==> src/hw/rtl/vssgd_pkg.sv <==
`timescale 1ns / 1ps
`default_nettype none
// Shared constants and types for the vinyl slow-speed gain and dither unit.
// No dependencies.

package vssgd_pkg;

   // field widths
   localparam int FPB_W      = 14;
   localparam int SLOW_W     = 13;
   localparam int DITH_W     = 15;
   localparam int SPEED_W    = 16;
   localparam int SAMP_W     = 16;
   localparam int OUT_W      = 24;
   localparam int RATE_W     = 32;
   localparam int FRAC_EXTRA = 15;
   localparam int GAIN_SHIFT = 7;

   // noise generator
   localparam int                LFSR_W    = 16;
   localparam logic [LFSR_W-1:0] LFSR_SEED = 16'hACE1;
   localparam logic [LFSR_W-1:0] LFSR_TAPS = 16'hB400;

   // register defaults
   localparam logic [FPB_W-1:0]  FPB_RESET  = 14'd512;
   localparam logic [SLOW_W-1:0] SLOW_RESET = 13'd573;
   localparam logic [DITH_W-1:0] DITH_RESET = 15'd6963;

   // config port
   localparam int CSR_IDX_W  = 2;
   localparam int CSR_DATA_W = 16;

   typedef enum logic [CSR_IDX_W-1:0] {
      CSR_FPB    = 2'd0,
      CSR_SLOW   = 2'd1,
      CSR_DITHER = 2'd2
   } csr_index_type;

   // shared divider: remainder width, shift register width, pair counter
   localparam int DIV_W     = 21;
   localparam int DIV_SR_W  = 32;
   localparam int DIV_CNT_W = 5;
   localparam logic [DIV_CNT_W-1:0] STEP_PAIRS = 5'd16;   // 32 quotient bits
   localparam logic [DIV_CNT_W-1:0] GAIN_PAIRS = 5'd12;   // 24 quotient bits

   typedef struct packed {
      logic [FPB_W-1:0]  frames_per_block;
      logic [SLOW_W-1:0] slow_threshold;
      logic [DITH_W-1:0] dither_threshold;
   } cfg_type;

   typedef struct packed {
      logic                 start;
      logic [DIV_W-1:0]     rem_init;
      logic [DIV_SR_W-1:0]  dividend;
      logic [DIV_W-1:0]     divisor;
      logic [DIV_CNT_W-1:0] pairs;
   } div_req_type;

   typedef struct packed {
      logic                done;
      logic                busy;
      logic [DIV_SR_W-1:0] quotient;
   } div_rsp_type;

endpackage

`default_nettype wire

==> src/hw/rtl/vssgd_csr.sv <==
`timescale 1ns / 1ps
`default_nettype none
// Configuration registers: block length and the two speed thresholds.
// Depends on vssgd_pkg.

module vssgd_csr (
   input  wire logic                                clock,
   input  wire logic                                reset,
   input  wire logic                                csr_valid,
   output logic                                     csr_ready,
   input  wire logic [vssgd_pkg::CSR_IDX_W-1:0]     csr_index,
   input  wire logic [vssgd_pkg::CSR_DATA_W-1:0]    csr_wdata,
   output vssgd_pkg::cfg_type                       cfg
);

   vssgd_pkg::cfg_type cfg_ff, cfg_in;

   assign csr_ready = 1'b1;
   assign cfg       = cfg_ff;

   always_comb begin
      cfg_in = cfg_ff;
      if (csr_valid) begin
         case (csr_index)
            vssgd_pkg::CSR_FPB: begin
               cfg_in.frames_per_block = csr_wdata[vssgd_pkg::FPB_W-1:0];
            end
            vssgd_pkg::CSR_SLOW: begin
               cfg_in.slow_threshold = csr_wdata[vssgd_pkg::SLOW_W-1:0];
            end
            vssgd_pkg::CSR_DITHER: begin
               cfg_in.dither_threshold = csr_wdata[vssgd_pkg::DITH_W-1:0];
            end
            default: begin
               cfg_in = cfg_ff;   // unknown index: dropped
            end
         endcase
      end
   end

   always_ff @(posedge clock) begin
      if (reset) begin
         cfg_ff.frames_per_block <= vssgd_pkg::FPB_RESET;
         cfg_ff.slow_threshold   <= vssgd_pkg::SLOW_RESET;
         cfg_ff.dither_threshold <= vssgd_pkg::DITH_RESET;
      end else begin
         cfg_ff <= cfg_in;
      end
   end

endmodule

`default_nettype wire

==> src/hw/rtl/vssgd_div.sv <==
`timescale 1ns / 1ps
`default_nettype none
// Shared restoring divider, two quotient bits per cycle, unsigned.
// Depends on vssgd_pkg.

module vssgd_div (
   input  wire logic                clock,
   input  wire logic                reset,
   input  vssgd_pkg::div_req_type   req,
   output vssgd_pkg::div_rsp_type   rsp
);

   localparam int W  = vssgd_pkg::DIV_W;
   localparam int SW = vssgd_pkg::DIV_SR_W;
   localparam int CW = vssgd_pkg::DIV_CNT_W;

   logic [W-1:0]  rem_ff, rem_in;
   logic [SW-1:0] sr_ff, sr_in;
   logic [W-1:0]  dvs_ff, dvs_in;
   logic [CW-1:0] cnt_ff, cnt_in;
   logic          done_ff, done_in;

   logic [W:0]    trial1, diff1, trial2, diff2;
   logic          ge1, ge2;
   logic [W-1:0]  rem_a;
   logic [SW-1:0] sr_a;

   // two dependent shift-subtract steps
   always_comb begin
      trial1 = {rem_ff, sr_ff[SW-1]};
      diff1  = trial1 - {1'b0, dvs_ff};
      ge1    = (trial1 >= {1'b0, dvs_ff});
      rem_a  = ge1 ? diff1[W-1:0] : trial1[W-1:0];
      sr_a   = {sr_ff[SW-2:0], ge1};

      trial2 = {rem_a, sr_a[SW-1]};
      diff2  = trial2 - {1'b0, dvs_ff};
      ge2    = (trial2 >= {1'b0, dvs_ff});
   end

   always_comb begin
      rem_in  = rem_ff;
      sr_in   = sr_ff;
      dvs_in  = dvs_ff;
      cnt_in  = cnt_ff;
      done_in = 1'b0;
      if (req.start) begin
         rem_in = req.rem_init;
         sr_in  = req.dividend;
         dvs_in = req.divisor;
         cnt_in = req.pairs;
      end else if (cnt_ff != '0) begin
         rem_in  = ge2 ? diff2[W-1:0] : trial2[W-1:0];
         sr_in   = {sr_a[SW-2:0], ge2};
         cnt_in  = cnt_ff - 1'b1;
         done_in = (cnt_ff == CW'(1));
      end
   end

   always_ff @(posedge clock) begin
      rem_ff <= rem_in;
      sr_ff  <= sr_in;
      dvs_ff <= dvs_in;
      if (reset) begin
         cnt_ff  <= '0;
         done_ff <= 1'b0;
      end else begin
         cnt_ff  <= cnt_in;
         done_ff <= done_in;
      end
   end

   assign rsp.done     = done_ff;
   assign rsp.busy     = (cnt_ff != '0);
   assign rsp.quotient = sr_ff;

endmodule

`default_nettype wire

==> src/hw/rtl/vinyl_slow_speed_gain_dither_unit.sv <==
`timescale 1ns / 1ps
`default_nettype none
// Top level of the vinyl slow-speed gain and dither unit: sequencer, speed ramp,
// noise LFSR, shared multiplier and output register.
// Depends on vssgd_pkg, vssgd_csr and vssgd_div.
//
//   channel | direction | handshake            | word
//   --------+-----------+----------------------+------------------------------------
//   req_    | in        | req_valid/req_stall  | block_start, target_speed, samples
//   rsp_    | out       | rsp_valid/rsp_stall  | left_out, right_out (Q16.8, sat.)
//   csr_    | in        | csr_valid/csr_ready  | index + write data, ready always high
//
// Sequencing: one word at a time. A frame outside the slow region runs capture,
// prepare, evaluate and output steps; a frame in the slow region adds two passes
// (multiply, divider load, divider wait that takes the quotient), left then right;
// a block start adds the ramp step division on the shared divider.
// Reset: synchronous, active high; clears the ramp, speed and LFSR (seed 0xACE1)
// and loads register defaults. No clearing pass.
// Stalls: a finished word waits in the output register while the next input is
// taken; the sequencer holds at its final step only while that register is full and rsp_stall is high.

module vinyl_slow_speed_gain_dither_unit (
   input  wire logic                                      clock,
   input  wire logic                                      reset,
   // input words
   input  wire logic                                      req_valid,
   output logic                                           req_stall,
   input  wire logic                                      req_block_start,
   input  wire logic signed [vssgd_pkg::SPEED_W-1:0]      req_target_speed,
   input  wire logic signed [vssgd_pkg::SAMP_W-1:0]       req_left_sample,
   input  wire logic signed [vssgd_pkg::SAMP_W-1:0]       req_right_sample,
   // result words
   output logic                                           rsp_valid,
   input  wire logic                                      rsp_stall,
   output logic signed [vssgd_pkg::OUT_W-1:0]             rsp_left_out,
   output logic signed [vssgd_pkg::OUT_W-1:0]             rsp_right_out,
   // configuration
   input  wire logic                                      csr_valid,
   output logic                                           csr_ready,
   input  wire logic [vssgd_pkg::CSR_IDX_W-1:0]           csr_index,
   input  wire logic [vssgd_pkg::CSR_DATA_W-1:0]          csr_wdata
);

   localparam int SPW = vssgd_pkg::SPEED_W;
   localparam int SMW = vssgd_pkg::SAMP_W;
   localparam int OW  = vssgd_pkg::OUT_W;
   localparam int RW  = vssgd_pkg::RATE_W;
   localparam int FX  = vssgd_pkg::FRAC_EXTRA;
   localparam int AW  = vssgd_pkg::SLOW_W + FX;   // |rate| width inside slow region
   localparam int PW  = SMW + AW;                 // product width
   localparam int QW  = OW + 1;                   // signed scaled sample
   localparam int SUMW = QW + 1;

   typedef enum logic [10:0] {
      S_IDLE = 11'b000_0000_0001,
      S_PREP = 11'b000_0000_0010,
      S_STEP = 11'b000_0000_0100,
      S_EVAL = 11'b000_0000_1000,
      S_MULL = 11'b000_0001_0000,
      S_LDL  = 11'b000_0010_0000,
      S_DIVL = 11'b000_0100_0000,
      S_MULR = 11'b000_1000_0000,
      S_LDR  = 11'b001_0000_0000,
      S_DIVR = 11'b010_0000_0000,
      S_DONE = 11'b100_0000_0000
   } state_type;

   vssgd_pkg::cfg_type     cfg;
   vssgd_pkg::div_req_type div_req;
   vssgd_pkg::div_rsp_type div_rsp;

   state_type state_ff, state_in;

   // captured input word
   logic                  blk_ff, blk_in;
   logic signed [SPW-1:0] target_ff, target_in;
   logic signed [SMW-1:0] left_ff, left_in;
   logic signed [SMW-1:0] right_ff, right_in;

   // ramp and noise state
   logic signed [SPW-1:0] old_speed_ff, old_speed_in;
   logic signed [RW-1:0]  rate_ff, rate_in;
   logic signed [RW-1:0]  step_ff, step_in;
   logic [vssgd_pkg::LFSR_W-1:0] lfsr_ff, lfsr_in;

   // per-frame working registers
   logic                  neg_ff, neg_in;
   logic [AW-1:0]         a_ff, a_in;
   logic signed [7:0]     noise_ff, noise_in;
   logic [PW-1:0]         prod_ff, prod_in;
   logic signed [QW-1:0]  lq_ff, lq_in;
   logic signed [QW-1:0]  rq_ff, rq_in;

   // output register
   logic                  rsp_valid_ff, rsp_valid_in;
   logic signed [OW-1:0]  rsp_left_ff, rsp_left_in;
   logic signed [OW-1:0]  rsp_right_ff, rsp_right_in;

   // combinational helpers
   logic signed [SPW:0]   diff;
   logic [SPW:0]          diff_mag;
   logic [vssgd_pkg::FPB_W-1:0] len;
   logic [RW-1:0]         a_full;
   logic                  dith_hit, gain_hit;
   logic signed [SMW-1:0] mul_src;
   logic [SMW-1:0]        mul_mag;
   logic [QW-1:0]         qmag;
   logic signed [SUMW-1:0] sum_l, sum_r;
   logic signed [RW:0]    rate_sum;

   function automatic logic signed [OW-1:0] sat_out(input logic signed [SUMW-1:0] v);
      logic signed [SUMW-1:0] hi;
      logic signed [SUMW-1:0] lo;
      hi = SUMW'({1'b0, {(OW-1){1'b1}}});
      lo = -hi - SUMW'(1);
      if (v > hi)      sat_out = hi[OW-1:0];
      else if (v < lo) sat_out = lo[OW-1:0];
      else             sat_out = v[OW-1:0];
   endfunction

   vssgd_csr u_csr (
      .clock     (clock),
      .reset     (reset),
      .csr_valid (csr_valid),
      .csr_ready (csr_ready),
      .csr_index (csr_index),
      .csr_wdata (csr_wdata),
      .cfg       (cfg)
   );

   vssgd_div u_div (
      .clock (clock),
      .reset (reset),
      .req   (div_req),
      .rsp   (div_rsp)
   );

   // datapath terms
   always_comb begin
      diff     = {target_ff[SPW-1], target_ff} - {old_speed_ff[SPW-1], old_speed_ff};
      diff_mag = diff[SPW] ? (SPW+1)'(-diff) : diff;
      // zero block length behaves as one
      len      = (cfg.frames_per_block == '0) ? vssgd_pkg::FPB_W'(1) : cfg.frames_per_block;

      a_full   = rate_ff[RW-1] ? RW'(-rate_ff) : rate_ff;
      dith_hit = a_full < RW'({cfg.dither_threshold, {FX{1'b0}}});
      gain_hit = (cfg.slow_threshold != '0) &&
                 (a_full < RW'({cfg.slow_threshold, {FX{1'b0}}}));

      mul_src  = (state_ff == S_MULR) ? right_ff : left_ff;
      mul_mag  = mul_src[SMW-1] ? SMW'(-mul_src) : mul_src;

      qmag     = {1'b0, div_rsp.quotient[OW-1:0]};

      sum_l    = {lq_ff[QW-1], lq_ff} + SUMW'(noise_ff);
      sum_r    = {rq_ff[QW-1], rq_ff} + SUMW'(noise_ff);

      rate_sum = {rate_ff[RW-1], rate_ff} + {step_ff[RW-1], step_ff};
   end

   // sequencer
   always_comb begin
      state_in     = state_ff;
      blk_in       = blk_ff;
      target_in    = target_ff;
      left_in      = left_ff;
      right_in     = right_ff;
      old_speed_in = old_speed_ff;
      rate_in      = rate_ff;
      step_in      = step_ff;
      lfsr_in      = lfsr_ff;
      neg_in       = neg_ff;
      a_in         = a_ff;
      noise_in     = noise_ff;
      prod_in      = prod_ff;
      lq_in        = lq_ff;
      rq_in        = rq_ff;
      rsp_valid_in = rsp_valid_ff;
      rsp_left_in  = rsp_left_ff;
      rsp_right_in = rsp_right_ff;

      div_req.start    = 1'b0;
      div_req.rem_init = '0;
      div_req.dividend = {diff_mag, {FX{1'b0}}};
      div_req.divisor  = vssgd_pkg::DIV_W'(len);
      div_req.pairs    = vssgd_pkg::STEP_PAIRS;

      if (rsp_valid_ff && !rsp_stall) begin
         rsp_valid_in = 1'b0;
      end

      case (state_ff)
         S_IDLE: begin
            if (req_valid) begin
               blk_in    = req_block_start;
               target_in = req_target_speed;
               left_in   = req_left_sample;
               right_in  = req_right_sample;
               state_in  = S_PREP;
            end
         end
         S_PREP: begin
            if (blk_ff) begin
               // ramp restarts at the old speed; step = diff / len toward zero
               div_req.start = 1'b1;
               neg_in        = diff[SPW];
               rate_in       = {old_speed_ff[SPW-1], old_speed_ff, {FX{1'b0}}};
               old_speed_in  = target_ff;
               state_in      = S_STEP;
            end else begin
               state_in = S_EVAL;
            end
         end
         S_STEP: begin
            if (div_rsp.done) begin
               step_in  = neg_ff ? RW'(-div_rsp.quotient) : div_rsp.quotient;
               state_in = S_EVAL;
            end
         end
         S_EVAL: begin
            a_in = a_full[AW-1:0];
            if (dith_hit) begin
               // LFSR top byte minus 128: flip its sign bit
               noise_in = {~lfsr_ff[15], lfsr_ff[14:8]};
               lfsr_in  = lfsr_ff[0] ? ((lfsr_ff >> 1) ^ vssgd_pkg::LFSR_TAPS)
                                     : (lfsr_ff >> 1);
            end else begin
               noise_in = '0;
            end
            if (gain_hit) begin
               state_in = S_MULL;
            end else begin
               lq_in    = {left_ff[SMW-1], left_ff, 8'b0};
               rq_in    = {right_ff[SMW-1], right_ff, 8'b0};
               state_in = S_DONE;
            end
         end
         S_MULL: begin
            prod_in  = mul_mag * a_ff;
            state_in = S_LDL;
         end
         S_LDL: begin
            div_req.start    = 1'b1;
            div_req.rem_init = vssgd_pkg::DIV_W'(prod_ff[PW-1:OW]);
            div_req.dividend = {prod_ff[OW-1:0], 8'b0};
            div_req.divisor  = vssgd_pkg::DIV_W'({cfg.slow_threshold,
                                                  {vssgd_pkg::GAIN_SHIFT{1'b0}}});
            div_req.pairs    = vssgd_pkg::GAIN_PAIRS;
            state_in         = S_DIVL;
         end
         S_DIVL: begin
            if (div_rsp.done) begin
               lq_in    = left_ff[SMW-1] ? QW'(-qmag) : qmag;
               state_in = S_MULR;
            end
         end
         S_MULR: begin
            prod_in  = mul_mag * a_ff;
            state_in = S_LDR;
         end
         S_LDR: begin
            div_req.start    = 1'b1;
            div_req.rem_init = vssgd_pkg::DIV_W'(prod_ff[PW-1:OW]);
            div_req.dividend = {prod_ff[OW-1:0], 8'b0};
            div_req.divisor  = vssgd_pkg::DIV_W'({cfg.slow_threshold,
                                                  {vssgd_pkg::GAIN_SHIFT{1'b0}}});
            div_req.pairs    = vssgd_pkg::GAIN_PAIRS;
            state_in         = S_DIVR;
         end
         S_DIVR: begin
            if (div_rsp.done) begin
               rq_in    = right_ff[SMW-1] ? QW'(-qmag) : qmag;
               state_in = S_DONE;
            end
         end
         S_DONE: begin
            if (!rsp_valid_ff || !rsp_stall) begin
               rsp_valid_in = 1'b1;
               rsp_left_in  = sat_out(sum_l);
               rsp_right_in = sat_out(sum_r);
               // advance ramp, saturating at the 32-bit limits
               if (rate_sum[RW] != rate_sum[RW-1]) begin
                  rate_in = rate_sum[RW] ? {1'b1, {(RW-1){1'b0}}} : {1'b0, {(RW-1){1'b1}}};
               end else begin
                  rate_in = rate_sum[RW-1:0];
               end
               state_in = S_IDLE;
            end
         end
         default: begin
            state_in = S_IDLE;
         end
      endcase
   end

   always_ff @(posedge clock) begin
      blk_in_reg: begin
         blk_ff       <= blk_in;
         target_ff    <= target_in;
         left_ff      <= left_in;
         right_ff     <= right_in;
         neg_ff       <= neg_in;
         a_ff         <= a_in;
         noise_ff     <= noise_in;
         prod_ff      <= prod_in;
         lq_ff        <= lq_in;
         rq_ff        <= rq_in;
         rsp_left_ff  <= rsp_left_in;
         rsp_right_ff <= rsp_right_in;
      end
      if (reset) begin
         state_ff     <= S_IDLE;
         old_speed_ff <= '0;
         rate_ff      <= '0;
         step_ff      <= '0;
         lfsr_ff      <= vssgd_pkg::LFSR_SEED;
         rsp_valid_ff <= 1'b0;
      end else begin
         state_ff     <= state_in;
         old_speed_ff <= old_speed_in;
         rate_ff      <= rate_in;
         step_ff      <= step_in;
         lfsr_ff      <= lfsr_in;
         rsp_valid_ff <= rsp_valid_in;
      end
   end

   assign req_stall     = (state_ff != S_IDLE);
   assign rsp_valid     = rsp_valid_ff;
   assign rsp_left_out  = rsp_left_ff;
   assign rsp_right_out = rsp_right_ff;

   // divider results only turn up while the sequencer waits for one
   a_div_done_waited: assert property (@(posedge clock) disable iff (reset)
      div_rsp.done |-> (state_ff == S_STEP || state_ff == S_DIVL || state_ff == S_DIVR))
      else $error("divider finished outside a wait step");

   // scaled sample magnitude stays below 2^23
   a_gain_bound: assert property (@(posedge clock) disable iff (reset)
      div_rsp.done && (state_ff == S_DIVL || state_ff == S_DIVR)
      |-> div_rsp.quotient[RW-1:OW-1] == '0)
      else $error("gain quotient out of range");

   // a new result word only follows the final step of a frame
   a_rsp_from_done: assert property (@(posedge clock) disable iff (reset)
      $rose(rsp_valid_ff) |-> $past(state_ff == S_DONE))
      else $error("result word without a finished frame");

   // no divider start while it is still working
   a_div_no_overlap: assert property (@(posedge clock) disable iff (reset)
      div_req.start |-> !div_rsp.busy)
      else $error("divider restarted while busy");

endmodule

`default_nettype wire
==> config.mk <==
export PLATFORM = sky130hd
export DESIGN_NAME = vinyl_slow_speed_gain_dither_unit
export DESIGN_NICKNAME = d
export VERILOG_FILES = /design/src/hw/rtl/vssgd_pkg.sv /design/src/hw/rtl/vssgd_csr.sv /design/src/hw/rtl/vssgd_div.sv /design/src/hw/rtl/vinyl_slow_speed_gain_dither_unit.sv
export SDC_FILE = /design/constraint.sdc
export NUM_CORES = 2
export LEC_CHECK = 0
export BUFFER_PORTS_ARGS = -buffer_cell sky130_fd_sc_hd__clkbuf_2
export CAP_MARGIN = 30
export CORE_UTILIZATION = 58
export CTS_CLUSTER_DIAMETER = 120
export DETAILED_ROUTE_END_ITERATION = 12
export MAX_ROUTING_LAYER = met4
export PLACE_DENSITY = 0.78
export SLEW_MARGIN = 20
export SYNTH_ARGS = -nofsm -noshare
export SYNTH_HDL_FRONTEND = slang
export SYNTH_SLANG_ARGS = --single-unit
==> constraint.sdc <==
create_clock -name clock -period 10.4 [get_ports clock]
set_clock_uncertainty 0.2 [all_clocks]
set_input_delay 2.08 -clock clock [delete_from_list [all_inputs] [get_ports clock]]
set_output_delay 2.08 -clock clock [all_outputs]
set_load 0.01 [all_outputs]
---- Yosys cells after proc, flatten, opt, wreduce, memory -nomap -nowiden ----
Index checks and enable logic that the tools add are counted.
Widths: inputs -> output; s select.
storage, ports and cells
  register bits ........................... 458
  input port bits ......................... 72
  output and inout bits ................... 51
operators by class
  $add $sub $neg .......................... 12
  multipliers ............................. 1
  $lt $le $gt $ge ......................... 8
  eq/ne operators ......................... 23
  mux-type cells .......................... 44
  bitwise logic cells ..................... 3
  reductions and logical operators ........ 29
operator list
  operator              count
  $mux 32               8
  $mux 25               6
  $pmux 11 s11          1
  $pmux 25 s2           2
  $mux 21               4
  $mux 78               1
  $mux 11               6
  $neg 32->32           2
  $pmux 32 s2           1
  $add 25x8->26         2
  $gt 26x24->1 const B  2
  $lt 26x24->1 const B  2
  $mux 16               3
  $mux 24               2
  $ge 22x21->1          2
  $mul 16x28->44        1
  $sub 21x21->21        2
  $add 32x32->33        1
  $lt 32x28->1          1
  $lt 32x30->1          1
  $neg 24->25           1
  $mux 17               1
  $neg 17->17           1
  $sub 16x16->17        1
  other kinds (40)      66

---- Logic depth before layout (Yosys ltp) ----
  depth in word-level cells ............... 6
  mapped depth ............................ 40
  mapped depth without buffers ............ 33

---- By module ----
Synthesis repeated with hierarchy kept, for this count alone.
unflattened totals
  cell total of the unflattened synthesis .. 4614
  area, all modules ....................... 42708.5 um^2
modules (own cells, without submodules)
  module                             times used  cells an instance  area each (um^2)  sequential area each (um^2)
  vinyl_slow_speed_gain_dither_unit  1           3898               35196.3           9008.6
  vssgd_div                          1           546                5771.8            2342.2
  vssgd_csr                          1           170                1740.4            840.8

---- Least setup slack after synthesis ----
Ideal clock, no wire load.
  path type ............................... register -> register
  start point ............................. register state_ff[8]
  end point ............................... register prod_ff[42], data pin
  library setup time ...................... 0.207 ns
  arrival ................................. 9.452 ns
  data required time ...................... 9.993 ns
  slack ................................... 0.541 ns
  cell stages (with the launch flop) ...... 38
  buffers on the path ..................... 7
  period minus slack after synthesis ...... 9.859 ns
  cells stage by stage .................... dfxtp_1 > clkbuf_1 > nor3_1 > nand4_1 > clkbuf_1 > buf_1 > buf_2 > mux2_2 > clkbuf_1 > clkbuf_1 > inv_1 > ha_1 > nand4_1 > or2_1 > o21ai_1 > xor2_1 > clkbuf_1 > nand2_1 > [... 2 more ...] > fa_1 > fa_1 > fa_1 > fa_1 > inv_1 > fa_1 > inv_1 > ha_1 > o21a_1 > o21a_1 > o21ai_0 > o21bai_1 > nor4b_1 > nor3_1 > o211ai_1 > a21oi_1 > mux2i_1 > a2111oi_0
on the way
  longest elaborated chain between the ends .. 5
ends and longest elaborated chain
  what                    line                                                                                RTL
  from (decl)             vinyl_slow_speed_gain_dither_unit.sv:72                                             state_type state_ff, state_in;
  from (signal assigned)  vinyl_slow_speed_gain_dither_unit.sv:319                                            state_ff <= state_in;
  $eq 11x8->1 *           vinyl_slow_speed_gain_dither_unit.sv:150, vinyl_slow_speed_gain_dither_unit.sv:192
  $mux 16 *               vinyl_slow_speed_gain_dither_unit.sv:150                                            mul_src = (state_ff == S_MULR) ? right_ff : left_ff;
  $neg 16->16             vinyl_slow_speed_gain_dither_unit.sv:151                                            mul_mag = mul_src[SMW-1] ? SMW'(-mul_src) : mul_src;
  $mux 16 *               vinyl_slow_speed_gain_dither_unit.sv:151
  $mul 16x28->44 *        vinyl_slow_speed_gain_dither_unit.sv:239, vinyl_slow_speed_gain_dither_unit.sv:258
  to (signal assigned)    vinyl_slow_speed_gain_dither_unit.sv:305                                            prod_ff <= prod_in;
  to (decl)               vinyl_slow_speed_gain_dither_unit.sv:90                                             logic [PW-1:0] prod_ff, prod_in;
Every way passes the cells marked *; elsewhere a longest branch is shown, timed or not.
A chain may end at the register's enable or synchronous reset.

---- Worst setup path in the final report ----
Ends and elaborated chain as after synthesis.

==> results by group <==
Run status
  – Status: complete, no violations

Global route
  – Initial antenna violation count: 7
  – All-layer global routing usage: 32.2%
  – GR Overflow Total: 0
  – First-pass GRT wire length: 174 mm
  – Pin count of the biggest net entering global routing: 78
  – Vias in the first global route: 31833

Clock network
  – CTS clk-pin slew, worst paths: 0.07 ns
  – CTS hold repair buffers: 0
  – Max H-tree Level: 2
  – Post-CTS Setup Bufs: 0
  – Post_cts resized: 0
  – # clock sinks: 457
  – Clock root cell: clkbuf_16
  – CTS buffer count: 48
  – CTS tree: built
  – Clk_lat worst skew: 0.63 ns
  – Clock buffer depth: 3

Floorplanning
  – Die height: 269 um
  – Die area: 72300 um^2
  – Core Region: 70300 um^2
  – Initial core utilization: 58.8%
  – # IOs: 123
  – # rows: 97
  – Die width: 269 um

Route
  – Post-route ant nets: 0
  – First-pass DRT Iterations: 7
  – Iter 0 DRT Violations: 3163
  – Vias: 32653
  – Routed vias/inst: 5.94
  – Post-Route WL: 111 mm
  – WL/cell: 20.2 um
  – # DRC: 0

Cells and area
  – Layout fillers: 5642
  – Area grow syn2layout: 8.26%
  – Layout cell share with drive strength beyond 1: 7.71%
  – Sequential cell area: 12200 um^2
  – Final cell count without fillers: 5500
  – Nets: 5242
  – Multi-input combinational cell area: 26400 um^2
  – Most frequent cells in the layout: nand2_1 (682), inv_1 (572), fa_1 (368)
  – Commonest non-fill, non-tap cell in the layout: nand2_1

Worst setup path
  – Crit path buf inv count: 6
  – Worst EP required: 10.56 ns
  – Top delay family on crit path: adder cells
  – Critical path's largest stage delay: 0.58 ns
  – Crit path kind: reg2reg
  – CP most frequent cell: fa_1
  – Crit end category: flip-flop
  – Reg2Reg Setup Slack: 0.59 ns
  – Crit-path slowest cell: fa_1
  – Largest fanout on the critical path: 15
  – Worst reg2reg path depth: 32
  – Critical Path AT: 9.96 ns
  – Crit path depth: 32
  – Startpoint Class: flip-flop

Place
  – GP Congestion: 0.979
  – Buffers on Ports: 120
  – HPWL after DPL: 83.0 mm
  – Placed Instances: 5402

Synthesis
  – Post-synthesis sequential area ratio: 29.4%
  – Leading area contributor after synthesis: edfxtp_1
  – Seq cells post-synth: 457
  – Synth Net Count: 5205
  – Post-synth EDFFs: 301
  – Synth top area cells: edfxtp_1 (22%), fa_1 (18%), ha_1 (8.7%)
  – Synth async-reset ratio: 0%
  – Netlist Area Pre-Place: 41300 um^2
  – Yosys cell types: 89
  – Dominant synthesized flop cell: edfxtp_1
  – Syn_area_per_cell: 9.23 um^2
  – Cells after Synth: 4478
  – Area share of the largest cell type after synthesis: 21.9%
  – Yosys warns: 0

Power
  – Final Power: 16.2 mW
  – Pwr per Cell Area: 362 nW/um^2
  – Static leakage: 20.6 nW
  – Worst ir drop on vdd: 0.000822 V

Run
  – Number of max-cap violations: 0

STA
  – Hold Fails Final Rpt: 0
  – F_max: 102 MHz
  – Worst-Margin Slew: 1.06 ns
  – Pins Over Slew Limit: 0
  – RSZ-0062 raised after global routing: false
  – Tcrit/Tclk final: 94.3%
  – Endpoints failing setup: 0
  – Relative slew slack: 29.6%
  – Final worst path period need: 9.81 ns
  – Setup TNS: 0 ns

Min path
  – Min-Delay Path Class: reg2reg
  – Hold depth: 2
-- cells by family (layout without fill, tap and decap cells) --
logic type / Yosys count / after routing / share of synthesized area [%]
AO/OA/AOI/OAI: 890 / 890 / 13.8
XOR/XNOR: 286 / 286 / 6.08
adder cells (fa/ha/maj): 655 / 655 / 26.5
buffers and inverters: 769 / 846 / 7.09
flip-flops: 457 / 457 / 29.4
multiplexers: 76 / 76 / 1.89
other: 1 / 6 / 0.00907
AND/OR/NAND/NOR: 1344 / 1344 / 15.2
-- registers in the layout, indices dropped and copies added (netlist names), 16 cells and up --
name,count
prod_ff,44
u_csr.cfg,42
rate_ff,32
step_ff,32
u_div.sr_ff,32
a_ff,28
lq_ff,25
rq_ff,25
rsp_left_out,24
rsp_right_out,24
u_div.rem_ff,21
u_div.dvs_ff,20
left_ff,16
lfsr_ff,16
old_speed_ff,16
right_ff,16
target_ff,16
-- through the flow --
step | setup WS [ns] | util (%) | hold slack (ns) | instance area [um^2]
floorplan | 0.541 | - | 0.236 | 41300
global placement | 0.834 | 61.1 | 0.243 | 42900
detailed placement | 0.715 | 61.2 | 0.250 | 43000
CTS | 0.615 | 63.6 | 0.259 | 44700
global route | 0.0682 | 63.7 | 0.270 | 44800
finish | 0.591 | 63.7 | 0.259 | 44800
-- cell usage after synthesis (59+ instances only) --
master and number:
inv_1 573, mux2i_1 59, clkbuf_1 173, xnor2_1 140, xor2_1 145, nor2_1 175, edfxtp_1 301, and2_1 152
a21oi_1 242, o21ai_0 212, nand2_1 683, a21o_1 121, ha_1 287, fa_1 368, dfxtp_1 156
-- worst register-to-register path, delay by kind of cell, from the launching register on --
family	cells	cell delay, ns
multiplexers	2	0.59
adder cells (fa/ha/maj)	8	3.92
XOR/XNOR	1	0.15
AO/OA/AOI/OAI	8	1.82
buffers and inverters	6	0.87
AND/OR/NAND/NOR	7	1.66
flip-flops	1	0.38
-- final timing paths --
path / startpoint / endpoint
setup / recovery: state_ff[8] / prod_ff[42]
hold / removal: u_csr.cfg[10] / u_csr.cfg[10]
setup reg to reg: state_ff[8] / prod_ff[42]
hold reg to reg: u_csr.cfg[10] / u_csr.cfg[10]
-- layer usage --
layer / routed length (um) / vias up / share of wire [%] / GRT usage [%]
met3: 10300 / 211 / 9.3 / 5.78
li1: - / 15084 / - / -
met4: 3360 / 0 / 3.0 / 9.37
met2: 51000 / 1438 / 46 / 50.5
met5: 0 / - / 0 / -
met1: 46300 / 15920 / 42 / 42.7
-- layout make-up --
cell class                      count  share of cell area [%]
Antenna cell                        5                  0.0280
Clock buffer                       56                    2.82
Clock inverter                     34                    1.02
Inverter                          574                    4.81
Multi-Input combinational cell   3252                    59.0
Sequential cell                   457                    27.2
Tap cell                          940                    2.63
Timing Repair Buffer              182                    2.50
-- power by group --
part           internal, mW  leakage (nW)  switching, mW  total [mW]
clock                  1.09         0.832          0.794        1.88
sequential             2.67          4.07          0.261        2.93
combinational          4.49          15.7           6.90        11.4
No activity file was read; power rests on OpenSTA's default activity.
